[src/sv/hsv_pkg.sv]
// ----------------------------------------------------------------------------
// hsv_pkg: shared types for the HSV to RGBA pixel converter
// Hue sector codes used by the channel select stage.
// ----------------------------------------------------------------------------
package hsv_pkg;

	// Six hue sectors, red at 0; codes 6 and 7 never occur
	typedef enum logic [2:0] {
		SEC_RED_YEL  = 3'd0,
		SEC_YEL_GRN  = 3'd1,
		SEC_GRN_CYN  = 3'd2,
		SEC_CYN_BLU  = 3'd3,
		SEC_BLU_MAG  = 3'd4,
		SEC_MAG_RED  = 3'd5
	} sector_t;

	localparam int PIX_W = 8;

endpackage

[src/sv/hsv_in_if.sv]
// ----------------------------------------------------------------------------
// hsv_in_if: HSV plus alpha pixel channel
// Fixed-point fractions with FRAC_BITS fraction bits, valid/ready handshake.
// ----------------------------------------------------------------------------
interface hsv_in_if #(
	parameter int FRAC_BITS = 16
);
	logic                 valid;
	logic                 ready;
	logic [FRAC_BITS:0]   hue;
	logic [FRAC_BITS:0]   saturation;
	logic [FRAC_BITS:0]   brightness;
	logic [FRAC_BITS:0]   alpha_level;

	modport source (output valid, hue, saturation, brightness, alpha_level, input ready);
	modport sink   (input valid, hue, saturation, brightness, alpha_level, output ready);
endinterface

[src/sv/rgb_out_if.sv]
// ----------------------------------------------------------------------------
// rgb_out_if: 8-bit RGBA pixel channel
// One pixel per beat, valid/ready handshake.
// ----------------------------------------------------------------------------
interface rgb_out_if;
	logic                       valid;
	logic                       ready;
	logic [hsv_pkg::PIX_W-1:0]  red;
	logic [hsv_pkg::PIX_W-1:0]  green;
	logic [hsv_pkg::PIX_W-1:0]  blue;
	logic [hsv_pkg::PIX_W-1:0]  alpha;

	modport source (output valid, red, green, blue, alpha, input ready);
	modport sink   (input valid, red, green, blue, alpha, output ready);
endinterface

[src/sv/hsv_to_rgb_pixel.sv]
// Four register stages s1 to s4, each with its own valid bit, carry every pixel.
// Throughput: one pixel per cycle while the output is not stalled.
// A stage loads whenever it is empty or the stage after it moves, so bubbles close up
// and a stalled output still lets upstream stages fill.
// Reset (arst_n low) clears the valid bits only; data registers are not reset.
// ----------------------------------------------------------------------------
// hsv_to_rgb_pixel: HSV plus alpha to 8-bit RGBA converter
// Six-sector HSV conversion in fixed point, rounded half up, fully pipelined.
// ----------------------------------------------------------------------------
module hsv_to_rgb_pixel #(
	parameter int FRAC_BITS = 16
) (
	input  logic         clk,
	input  logic         arst_n,
	hsv_in_if.sink       pixel_hsv,
	rgb_out_if.source    pixel_rgb
);

	localparam int FW  = FRAC_BITS;
	localparam int VW  = FRAC_BITS + 8;       // brightness * 255
	localparam int H6W = FRAC_BITS + 3;       // hue * 6 + 1
	localparam int PW  = 2 * FRAC_BITS + 9;   // brightness * 255 * factor
	localparam int CW  = hsv_pkg::PIX_W;

	localparam logic [FW:0]   ONE_V   = {1'b1, {FW{1'b0}}};
	localparam logic [VW-1:0] HALF_V  = VW'(1) << (FW - 1);
	localparam logic [PW-1:0] HALF2_V = PW'(1) << (2 * FW - 1);

	function automatic logic [CW-1:0] round_prod(input logic [PW-1:0] p);
		logic [PW-1:0] sum;
		sum = p + HALF2_V;
		return sum[2*FW+CW-1:2*FW];
	endfunction

	// stage enables: a stage loads when empty or when the next one loads
	logic en1, en2, en3, en4;
	logic v_s1, v_s2, v_s3, v_s4;

	assign en4 = !v_s4 || pixel_rgb.ready;
	assign en3 = !v_s3 || en4;
	assign en2 = !v_s2 || en3;
	assign en1 = !v_s1 || en2;
	assign pixel_hsv.ready = en1;

	always_ff @(posedge clk or negedge arst_n) begin
		if (!arst_n) begin
			v_s1 <= 1'b0;
			v_s2 <= 1'b0;
			v_s3 <= 1'b0;
			v_s4 <= 1'b0;
		end else begin
			if (en1) v_s1 <= pixel_hsv.valid;
			if (en2) v_s2 <= v_s1;
			if (en3) v_s3 <= v_s2;
			if (en4) v_s4 <= v_s3;
		end
	end

	// ---------------- stage 1: clamp, hue sector, V*255, alpha ----------------
	logic [FW-1:0]   hue_w;
	logic [H6W-1:0]  h6;
	logic [FW:0]     sat_c, bri_c, alp_c;
	logic [VW:0]     v_tmp, a_tmp;
	logic [VW-1:0]   v255, iv_sum, a_sum;

	always_comb begin
		// hue of one or more wraps to zero
		hue_w  = pixel_hsv.hue[FW] ? '0 : pixel_hsv.hue[FW-1:0];
		h6     = ({3'b000, hue_w} << 2) + ({3'b000, hue_w} << 1) + H6W'(1);
		sat_c  = pixel_hsv.saturation[FW]  ? ONE_V : pixel_hsv.saturation;
		bri_c  = pixel_hsv.brightness[FW]  ? ONE_V : pixel_hsv.brightness;
		alp_c  = pixel_hsv.alpha_level[FW] ? ONE_V : pixel_hsv.alpha_level;
		v_tmp  = {bri_c, 8'h00} - {8'h00, bri_c};
		a_tmp  = {alp_c, 8'h00} - {8'h00, alp_c};
		v255   = v_tmp[VW-1:0];
		iv_sum = v255 + HALF_V;
		a_sum  = a_tmp[VW-1:0] + HALF_V;
	end

	logic            grey_s1;
	logic [2:0]      sector_s1;
	logic [FW-1:0]   f_s1;
	logic [FW:0]     s_s1, ns_s1;
	logic [VW-1:0]   v255_s1;
	logic [CW-1:0]   iv_s1, alpha_s1;

	always_ff @(posedge clk) begin
		if (en1) begin
			grey_s1   <= (sat_c == '0);
			sector_s1 <= h6[H6W-1:FW];
			f_s1      <= h6[FW-1:0];
			s_s1      <= sat_c;
			ns_s1     <= ONE_V - sat_c;
			v255_s1   <= v255;
			iv_s1     <= iv_sum[VW-1:FW];
			alpha_s1  <= a_sum[VW-1:FW];
		end
	end

	// ---------------- stage 2: s*f, s*(1-f), V*(1-s) ----------------
	logic [2*FW:0]   sf_full;
	logic [2*FW+1:0] sg_full;
	logic [FW:0]     one_minus_f;
	logic [PW-1:0]   xp;

	always_comb begin
		one_minus_f = ONE_V - {1'b0, f_s1};
		sf_full     = s_s1 * f_s1;
		sg_full     = s_s1 * one_minus_f;
		xp          = v255_s1 * ns_s1;
	end

	logic            grey_s2;
	logic [2:0]      sector_s2;
	logic [FW-1:0]   sf_s2;
	logic [FW:0]     sg_s2;
	logic [PW-1:0]   xp_s2;
	logic [VW-1:0]   v255_s2;
	logic [CW-1:0]   iv_s2, alpha_s2;

	always_ff @(posedge clk) begin
		if (en2) begin
			grey_s2   <= grey_s1;
			sector_s2 <= sector_s1;
			sf_s2     <= sf_full[2*FW-1:FW];
			sg_s2     <= sg_full[2*FW:FW];
			xp_s2     <= xp;
			v255_s2   <= v255_s1;
			iv_s2     <= iv_s1;
			alpha_s2  <= alpha_s1;
		end
	end

	// ---------------- stage 3: ramp products, round x ----------------
	logic [PW-1:0] yp, zp;

	always_comb begin
		yp = v255_s2 * (ONE_V - {1'b0, sf_s2});
		zp = v255_s2 * (ONE_V - sg_s2);
	end

	logic            grey_s3;
	logic [2:0]      sector_s3;
	logic [PW-1:0]   yp_s3, zp_s3;
	logic [CW-1:0]   x_s3, iv_s3, alpha_s3;

	always_ff @(posedge clk) begin
		if (en3) begin
			grey_s3   <= grey_s2;
			sector_s3 <= sector_s2;
			yp_s3     <= yp;
			zp_s3     <= zp;
			x_s3      <= round_prod(xp_s2);
			iv_s3     <= iv_s2;
			alpha_s3  <= alpha_s2;
		end
	end

	// ---------------- stage 4: round ramps, channel select ----------------
	logic [CW-1:0] y_c, z_c, r_c, g_c, b_c;

	always_comb begin
		y_c = round_prod(yp_s3);
		z_c = round_prod(zp_s3);
		if (grey_s3) begin
			r_c = iv_s3;
			g_c = iv_s3;
			b_c = iv_s3;
		end else begin
			case (hsv_pkg::sector_t'(sector_s3))
				hsv_pkg::SEC_RED_YEL: begin r_c = iv_s3; g_c = z_c;   b_c = x_s3;  end
				hsv_pkg::SEC_YEL_GRN: begin r_c = y_c;   g_c = iv_s3; b_c = x_s3;  end
				hsv_pkg::SEC_GRN_CYN: begin r_c = x_s3;  g_c = iv_s3; b_c = z_c;   end
				hsv_pkg::SEC_CYN_BLU: begin r_c = x_s3;  g_c = y_c;   b_c = iv_s3; end
				hsv_pkg::SEC_BLU_MAG: begin r_c = z_c;   g_c = x_s3;  b_c = iv_s3; end
				default:              begin r_c = iv_s3; g_c = x_s3;  b_c = y_c;   end
			endcase
		end
	end

	logic [CW-1:0] red_s4, green_s4, blue_s4, alpha_s4;

	always_ff @(posedge clk) begin
		if (en4) begin
			red_s4   <= r_c;
			green_s4 <= g_c;
			blue_s4  <= b_c;
			alpha_s4 <= alpha_s3;
		end
	end

	assign pixel_rgb.valid = v_s4;
	assign pixel_rgb.red   = red_s4;
	assign pixel_rgb.green = green_s4;
	assign pixel_rgb.blue  = blue_s4;
	assign pixel_rgb.alpha = alpha_s4;

endmodule

[src/flat_wrapper.sv]
// flat-port wrapper written by rule: the top's interface ports become plain ports
module hsv_to_rgb_pixel_flat 
#(
	parameter int FRAC_BITS = 16
)
  (clk, arst_n, pixel_hsv_valid, pixel_hsv_hue, pixel_hsv_saturation, pixel_hsv_brightness, pixel_hsv_alpha_level, pixel_hsv_ready, pixel_rgb_valid, pixel_rgb_red, pixel_rgb_green, pixel_rgb_blue, pixel_rgb_alpha, pixel_rgb_ready);
  hsv_in_if #(.FRAC_BITS(FRAC_BITS)) pixel_hsv_i ();
  rgb_out_if pixel_rgb_i ();
  input  logic clk;
  input  logic arst_n;
  input wire logic [$bits(pixel_hsv_i.valid)-1:0] pixel_hsv_valid;
  input wire logic [$bits(pixel_hsv_i.hue)-1:0] pixel_hsv_hue;
  input wire logic [$bits(pixel_hsv_i.saturation)-1:0] pixel_hsv_saturation;
  input wire logic [$bits(pixel_hsv_i.brightness)-1:0] pixel_hsv_brightness;
  input wire logic [$bits(pixel_hsv_i.alpha_level)-1:0] pixel_hsv_alpha_level;
  output wire logic [$bits(pixel_hsv_i.ready)-1:0] pixel_hsv_ready;
  output wire logic [$bits(pixel_rgb_i.valid)-1:0] pixel_rgb_valid;
  output wire logic [$bits(pixel_rgb_i.red)-1:0] pixel_rgb_red;
  output wire logic [$bits(pixel_rgb_i.green)-1:0] pixel_rgb_green;
  output wire logic [$bits(pixel_rgb_i.blue)-1:0] pixel_rgb_blue;
  output wire logic [$bits(pixel_rgb_i.alpha)-1:0] pixel_rgb_alpha;
  input wire logic [$bits(pixel_rgb_i.ready)-1:0] pixel_rgb_ready;
  assign pixel_hsv_i.valid = pixel_hsv_valid;
  assign pixel_hsv_i.hue = pixel_hsv_hue;
  assign pixel_hsv_i.saturation = pixel_hsv_saturation;
  assign pixel_hsv_i.brightness = pixel_hsv_brightness;
  assign pixel_hsv_i.alpha_level = pixel_hsv_alpha_level;
  assign pixel_hsv_ready = pixel_hsv_i.ready;
  assign pixel_rgb_valid = pixel_rgb_i.valid;
  assign pixel_rgb_red = pixel_rgb_i.red;
  assign pixel_rgb_green = pixel_rgb_i.green;
  assign pixel_rgb_blue = pixel_rgb_i.blue;
  assign pixel_rgb_alpha = pixel_rgb_i.alpha;
  assign pixel_rgb_i.ready = pixel_rgb_ready;
  hsv_to_rgb_pixel #(.FRAC_BITS(FRAC_BITS)) u_core (.clk(clk), .arst_n(arst_n), .pixel_hsv(pixel_hsv_i), .pixel_rgb(pixel_rgb_i));
endmodule
[config.mk]
export PLATFORM = sky130hd
export DESIGN_NAME = hsv_to_rgb_pixel_flat
export DESIGN_NICKNAME = d
export VERILOG_FILES = /design/src/sv/hsv_pkg.sv /design/src/sv/hsv_in_if.sv /design/src/sv/rgb_out_if.sv /design/src/sv/hsv_to_rgb_pixel.sv /design/src/flat_wrapper.sv
export SDC_FILE = /design/constraint.sdc
export NUM_CORES = 2
export LEC_CHECK = 0
export ABC_CLOCK_PERIOD_IN_PS = 10900
export BUFFER_PORTS_ARGS = -buffer_cell sky130_fd_sc_hd__buf_4
export CAP_MARGIN = 10
export CELL_PAD_IN_SITES_DETAIL_PLACEMENT = 0
export CELL_PAD_IN_SITES_GLOBAL_PLACEMENT = 1
export CORE_AREA = 2 2 420 422
export CTS_BUF_LIST = sky130_fd_sc_hd__clkbuf_2 sky130_fd_sc_hd__clkbuf_4 sky130_fd_sc_hd__clkbuf_8
export DETAILED_ROUTE_END_ITERATION = 16
export DIE_AREA = 0 0 422 424
export HOLD_SLACK_MARGIN = 0.1
export PLACE_DENSITY_LB_ADDON = 0.1
export SYNTH_ARGS = -nofsm -noshare
export SYNTH_HDL_FRONTEND = slang
export SYNTH_SLANG_ARGS = --single-unit
export TNS_END_PERCENT = 30
[constraint.sdc]
create_clock -name clk -period 10.9 [get_ports clk]
set_clock_uncertainty 0.2 [all_clocks]
set_input_delay 0.545 -clock clk [delete_from_list [all_inputs] [get_ports clk]]
set_output_delay 0.545 -clock clk [all_outputs]
set_load 0.01 [all_outputs]
; After elaboration in Yosys (flattened, before gate mapping)
; Index checks and enable logic that the tools add are counted.
[totals]
out_inout_bits = 34
ff_bits = 355
word_cells = 77
[op_classes]
reduce_logical = 14
n_addsub = 13
n_mul = 5
eq_ne = 4
n_mux = 10
[ops]
columns = operator, n
row1 = "adder 40 x 32 -> 40 bit, second input constant", 3
row2 = multiplier 24 x 41 -> 40 bit, 2
row3 = one-hot mux 8 bit (3 select lines), 3
row4 = 2-to-1 mux 17 bit, 3
row5 = "adder 24 x 16 -> 24 bit, second input constant", 2
row6 = subtractor 24 x 17 -> 24 bit, 2
row7 = multiplier 24 x 17 -> 40 bit, 1
row8 = multiplier 17 x 17 -> 33 bit, 1
row9 = multiplier 17 x 16 -> 32 bit, 1
row10 = 2-to-1 mux 8 bit, 3
row11 = adder 18 x 17 -> 19 bit, 1
row12 = "adder 19 x 1 -> 19 bit, second input constant", 1
row13 = "subtractor 17 x 16 -> 18 bit, first input constant", 1
row14 = "subtractor 17 x 17 -> 18 bit, first input constant", 1
row15 = zero test 17 bit, 1
row16 = "subtractor 17 x 16 -> 17 bit, first input constant", 1
row17 = "subtractor 17 bit, first input constant", 1
row18 = 2-to-1 mux 16 bit, 1
row19 = OR reduction 2 bit, 4
row20 = "== test 3 x 2 -> 1 bit, second input constant", 2
row21 = zero test 1 bit, 4
row22 = logical OR 1 bit, 4
row23 = "== test 3 x 1 -> 1 bit, second input constant", 1
row24 = "== test 3 bit, second input constant", 1
row25 = zero test 3 bit, 1

; Depth between registers and ports, before layout
[logic_depth]
word_depth = 5
depth_mapped = 33
depth_no_buf = 32

; Worst setup path before layout
; No wires, ideal clock.
[synth_path]
path_type = register to register
from = reg u_core.sf_s2[0]
to = reg u_core.yp_s3[38], data pin
path_slack_ns = 2.516
stages_incl_launch_ff = 31
t_arrival_ns = 7.926
required_ns = 10.442
cell_sequence = edfxtp_1 inv_1 ha_1 nand2_1 nor3_1 nand2b_1 or3b_2 nor3_1 xnor2_1 clkbuf_1 and2_1 fa_1 inv_1 fa_1 fa_1 fa_1 inv_1 fa_1 fa_1 inv_1 fa_1 inv_1 ha_1 a21oi_1 nor3_1 or4_4 a2111oi_2 nor3_1 or3_4 a21oi_2 xnor2_1
[synth_via]
elab_chain_cells = 2
[synth_lines]
columns = item, line
row1 = start: declaration, hsv_to_rgb_pixel.sv:115  ; logic [FW-1:0] sf_s2;
row2 = start signal: assignment, hsv_to_rgb_pixel.sv:125  ; sf_s2 <= sf_full[2*FW-1:FW];
row3 = subtractor 17 x 16 -> 18 bit, hsv_to_rgb_pixel.sv:138  ; yp = v255_s2 * (ONE_V - {1'b0, sf_s2});
row4 = multiplier 24 x 41 -> 40 bit, hsv_to_rgb_pixel.sv:138
row5 = named net u_core.yp[38], hsv_to_rgb_pixel.sv:135  ; logic [PW-1:0] yp, zp;
row6 = end signal: assignment, hsv_to_rgb_pixel.sv:151  ; yp_s3 <= yp;
row7 = end: declaration, hsv_to_rgb_pixel.sv:144  ; logic [PW-1:0] yp_s3, zp_s3;
; The timed path passes the listed nets, and every way through them passes these cells.
; A chain may end at the register's enable or synchronous reset.

; Final worst setup path
[layout_path]
from = reg u_core.sg_s2[4]
to = reg u_core.zp_s3[39], data pin
[layout_via]
elab_chain_cells = 2
[layout_lines]
columns = item, line
row1 = start: declaration, hsv_to_rgb_pixel.sv:116  ; logic [FW:0] sg_s2;
row2 = start signal: assignment, hsv_to_rgb_pixel.sv:126  ; sg_s2 <= sg_full[2*FW:FW];
row3 = subtractor 17 x 17 -> 18 bit, hsv_to_rgb_pixel.sv:139  ; zp = v255_s2 * (ONE_V - sg_s2);
row4 = multiplier 24 x 41 -> 40 bit, hsv_to_rgb_pixel.sv:139
row5 = named net u_core.zp[39], hsv_to_rgb_pixel.sv:135
row6 = end signal: assignment, hsv_to_rgb_pixel.sv:152  ; zp_s3 <= zp;
row7 = end: declaration, hsv_to_rgb_pixel.sv:144
; The timed path passes the listed nets, and every way through them passes these cells.

==> impl_metrics.py <==
metrics = {
    "detailed_routing": {
        "vias": 46804,
        "dr.pass1.iters": 5,
        "route.detailed.drc": 0,
        "routedWlPerCell_um": 19.31,
        "via_per_inst": 4.824,
        "wl_mm": 187.3,
        "drtIter0Drc": 2266,
        "ant_nets": 0,
    },
    "synthesis": {
        "synth_ff_type": "edfxtp_1",
        "synth_area_leaders": "fa_1, ha_1, edfxtp_1",
        "yosysTopAreaCellShare": 0.4369,
        "synth_warnings": 0,
        "synth_seq_cells": 260,
        "netlist_area_sq_um": 69370,
        "synth_common_cells": "inv_1, fa_1, nand2_1",
        "yosysUniqueCellTypes": 77,
        "seq_area_frac_synth": 0.1123,
        "yosysMostFrequentCell": "inv_1",
        "syn-num-nets": 9524,
        "synthCells": 7307,
        "synth_top_area_cell": "fa_1",
        "async_flop_share": 0.01538,
        "synth_edf_count": 256,
        "syn_avg_cell_area_sq_um": 9.494,
    },
    "final_layout": {
        "layout.nets": 9527,
        "seq_area_sq_um": 7787,
        "area_delta_synth_final_pct": 7.842,
        "fin_util": 0.4276,
        "multi_input_comb_area_sq_um": 53990,
        "nFillCells": 17582,
        "drive_gt1_frac": 0.05290,
        "instances_no_fill": 9703,
    },
    "timing": {
        "finalHoldViolCount": 0,
        "rsz0062_at_grt": "no",
        "layout_setup_ws_ns": 1.015,
        "worstMarginPinSlew_ns": 1.110,
        "drv_slew": 0,
        "fmax_mhz": 101.2,
        "fin_crit_ns": 9.885,
        "maxSlewHeadroom": 0.2601,
        "finalSetupTns_ns": 0,
        "setup_violations": 0,
        "post-route-period-util": 0.9069,
    },
    "place": {
        "place.gp.congestion": 0.8074,
        "dp_slack_ns": 0.8391,
        "placed_cells": 9553,
        "port_buffers": 105,
        "post-dp-hpwl_mm": 144.7,
    },
    "setup_path": {
        "crit_fanout": 23,
        "required_ns": 11.18,
        "arrival_ns": 10.17,
        "critPathCaptureType": "register",
        "start_kind": "register",
        "rr_worst_depth": 27,
        "path_class": "register to register",
    },
    "cts": {
        "clk_root_buffer_cell": "clkbuf_8",
        "clk_latency_ns": 0.79,
        "clkSlewWorstSetupHoldPaths_ns": 0.06,
        "postCtsSetupRepairBufs": 0,
        "clock_path_buffers": 3,
        "clkSinkCount": 260,
        "cts_tree": "yes",
        "h-tree-depth": 2,
        "cts_buffers": 53,
    },
    "run_status": {
        "outcome": "finished, final reports clean",
    },
    "die": {
        "die-area_sq_um": 178900,
        "die_height_um": 424,
        "core_sq_um": 175000,
        "die_w_um": 422,
        "design.portCount": 106,
        "num_rows": 154,
        "start_util": 0.3965,
    },
    "min_path": {
        "hold_depth": 3,
        "hp-class": "input pin to register",
    },
    "global_route": {
        "grt-ovfl-total": 0,
        "grt_pass1_vias": 52223,
        "grt_pass1_wl_mm": 301.7,
        "grt_start_max_net_pins": 60,
        "track_usage": 0.2170,
        "antenna_found_initial": 8,
    },
    "flow_run": {
        "cap_violations": 0,
    },
}
-- cells in the final DEF, fill, tap and decap left out, drive strengths merged, types with 19 or more instances in the layout --
| cell | n |
|---|---|
| buf | 237 |
| dlygate4sd3 | 42 |
| and2 | 693 |
| clkinv | 27 |
| o21ai | 66 |
| nand4 | 19 |
| ha | 631 |
| nand2b | 171 |
| fa | 1514 |
| nand2 | 927 |
| a21oi | 103 |
| nor2 | 168 |
| nand3 | 37 |
| nor3 | 37 |
| a21o | 44 |
| inv | 1780 |
| o21a | 20 |
| xnor2 | 146 |
| nor2b | 83 |
| clkbuf | 59 |
| xor2 | 65 |
| edfxtp | 256 |
-- state kept, by name, indices dropped and copies added, names as in the netlist, 9 cells and up --
signal	cells
u_core.ns_s1	17
u_core.zp_s3	9
u_core.sg_s2	17
u_core.v255_s2	24
u_core.v255_s1	24
u_core.f_s1	15
u_core.s_s1	16
u_core.yp_s3	9
u_core.xp_s2	9
u_core.sf_s2	16
-- worst max-delay path, stage by stage (launching register included) --
cell,delay [ns]
edfxtp_1,0.45
nor4_2,0.41
nand2_1,0.20
nor4_1,0.60
nand2_1,0.24
o21a_1,0.56
nand2_1,0.32
inv_1,0.09
fa_1,0.59
inv_1,0.13
fa_1,0.65
inv_1,0.22
fa_1,0.91
fa_1,0.53
fa_1,0.50
fa_1,0.49
inv_1,0.05
fa_1,0.47
inv_1,0.04
ha_1,0.29
and3_1,0.18
nand3_1,0.07
a2111oi_0,0.53
nor2_1,0.18
a21oi_1,0.26
o21a_1,0.21
a21oi_1,0.09
xnor2_1,0.12
-- final timing paths --
kind                            slack [ns]               startpoint           endpoint
worst max register to register        1.01          u_core.sg_s2[4]   u_core.zp_s3[39]
max in group asynchronous             9.80                   arst_n        u_core.v_s1
worst min register to register        0.19          u_core.iv_s2[0]    u_core.iv_s3[0]
worst min-delay path                  0.18  pixel_hsv_brightness[3]  u_core.v255_s1[3]
min in group asynchronous             0.53                   arst_n        u_core.v_s3
worst max-delay path                  1.01          u_core.sg_s2[4]   u_core.zp_s3[39]
-- metrics by stage --
stage          instance area [sq um]  hold slack (ns)
6_report                       74810           0.1822
5_1_grt                        74800           0.1466
4_1_cts                        74790           0.1024
3_5_place_dp                   73170           0.1443
3_3_place_gp                   73170           0.1432
2_1_floorplan                  69370          0.04941
-- kinds of logic after synthesis --
group,Yosys count,synth area share
AOI/OAI and AO/OA,361,0.03510
xor gates and xnor gates,211,0.02664
adders and majority gates,2146,0.5508
buffers and inverters,2112,0.1143
DFF,260,0.1123
muxes,11,0.001623
and+or+nand+nor,2206,0.1593
-- layer usage --
layer	routed length, um	share of wire	global-route usage	vias to the layer above
met5	0	0	0	-
met2	87960	0.47	0.3623	787
met1	87160	0.47	0.3019	24295
met4	4205	0.022	0.05018	0
met3	8006	0.043	0.02584	171
li1	-	-	-	21551
-- what timing repair did --
item,CTS,global route
hold buffers,42,0
gates resized for setup,0,0
setup endpoints to repair,0,0
hold endpoints to repair,47,0
-- final cells by class --
| cell class | count | share of cell area |
|---|---|---|
| inverters | 1781 | 0.08936 |
| well taps | 2340 | 0.03913 |
| clock inverters | 40 | 0.005669 |
| clock buffers | 59 | 0.01035 |
| repair buffers | 279 | 0.02940 |
| flip-flops and latches | 260 | 0.1041 |
| diodes | 9 | 0.0003010 |
| multi-input cells | 4935 | 0.7217 |
Power is left out: the tool's default activity adds up to more than one toggle a clock period on the data nets, which glitch-free logic cannot reach.
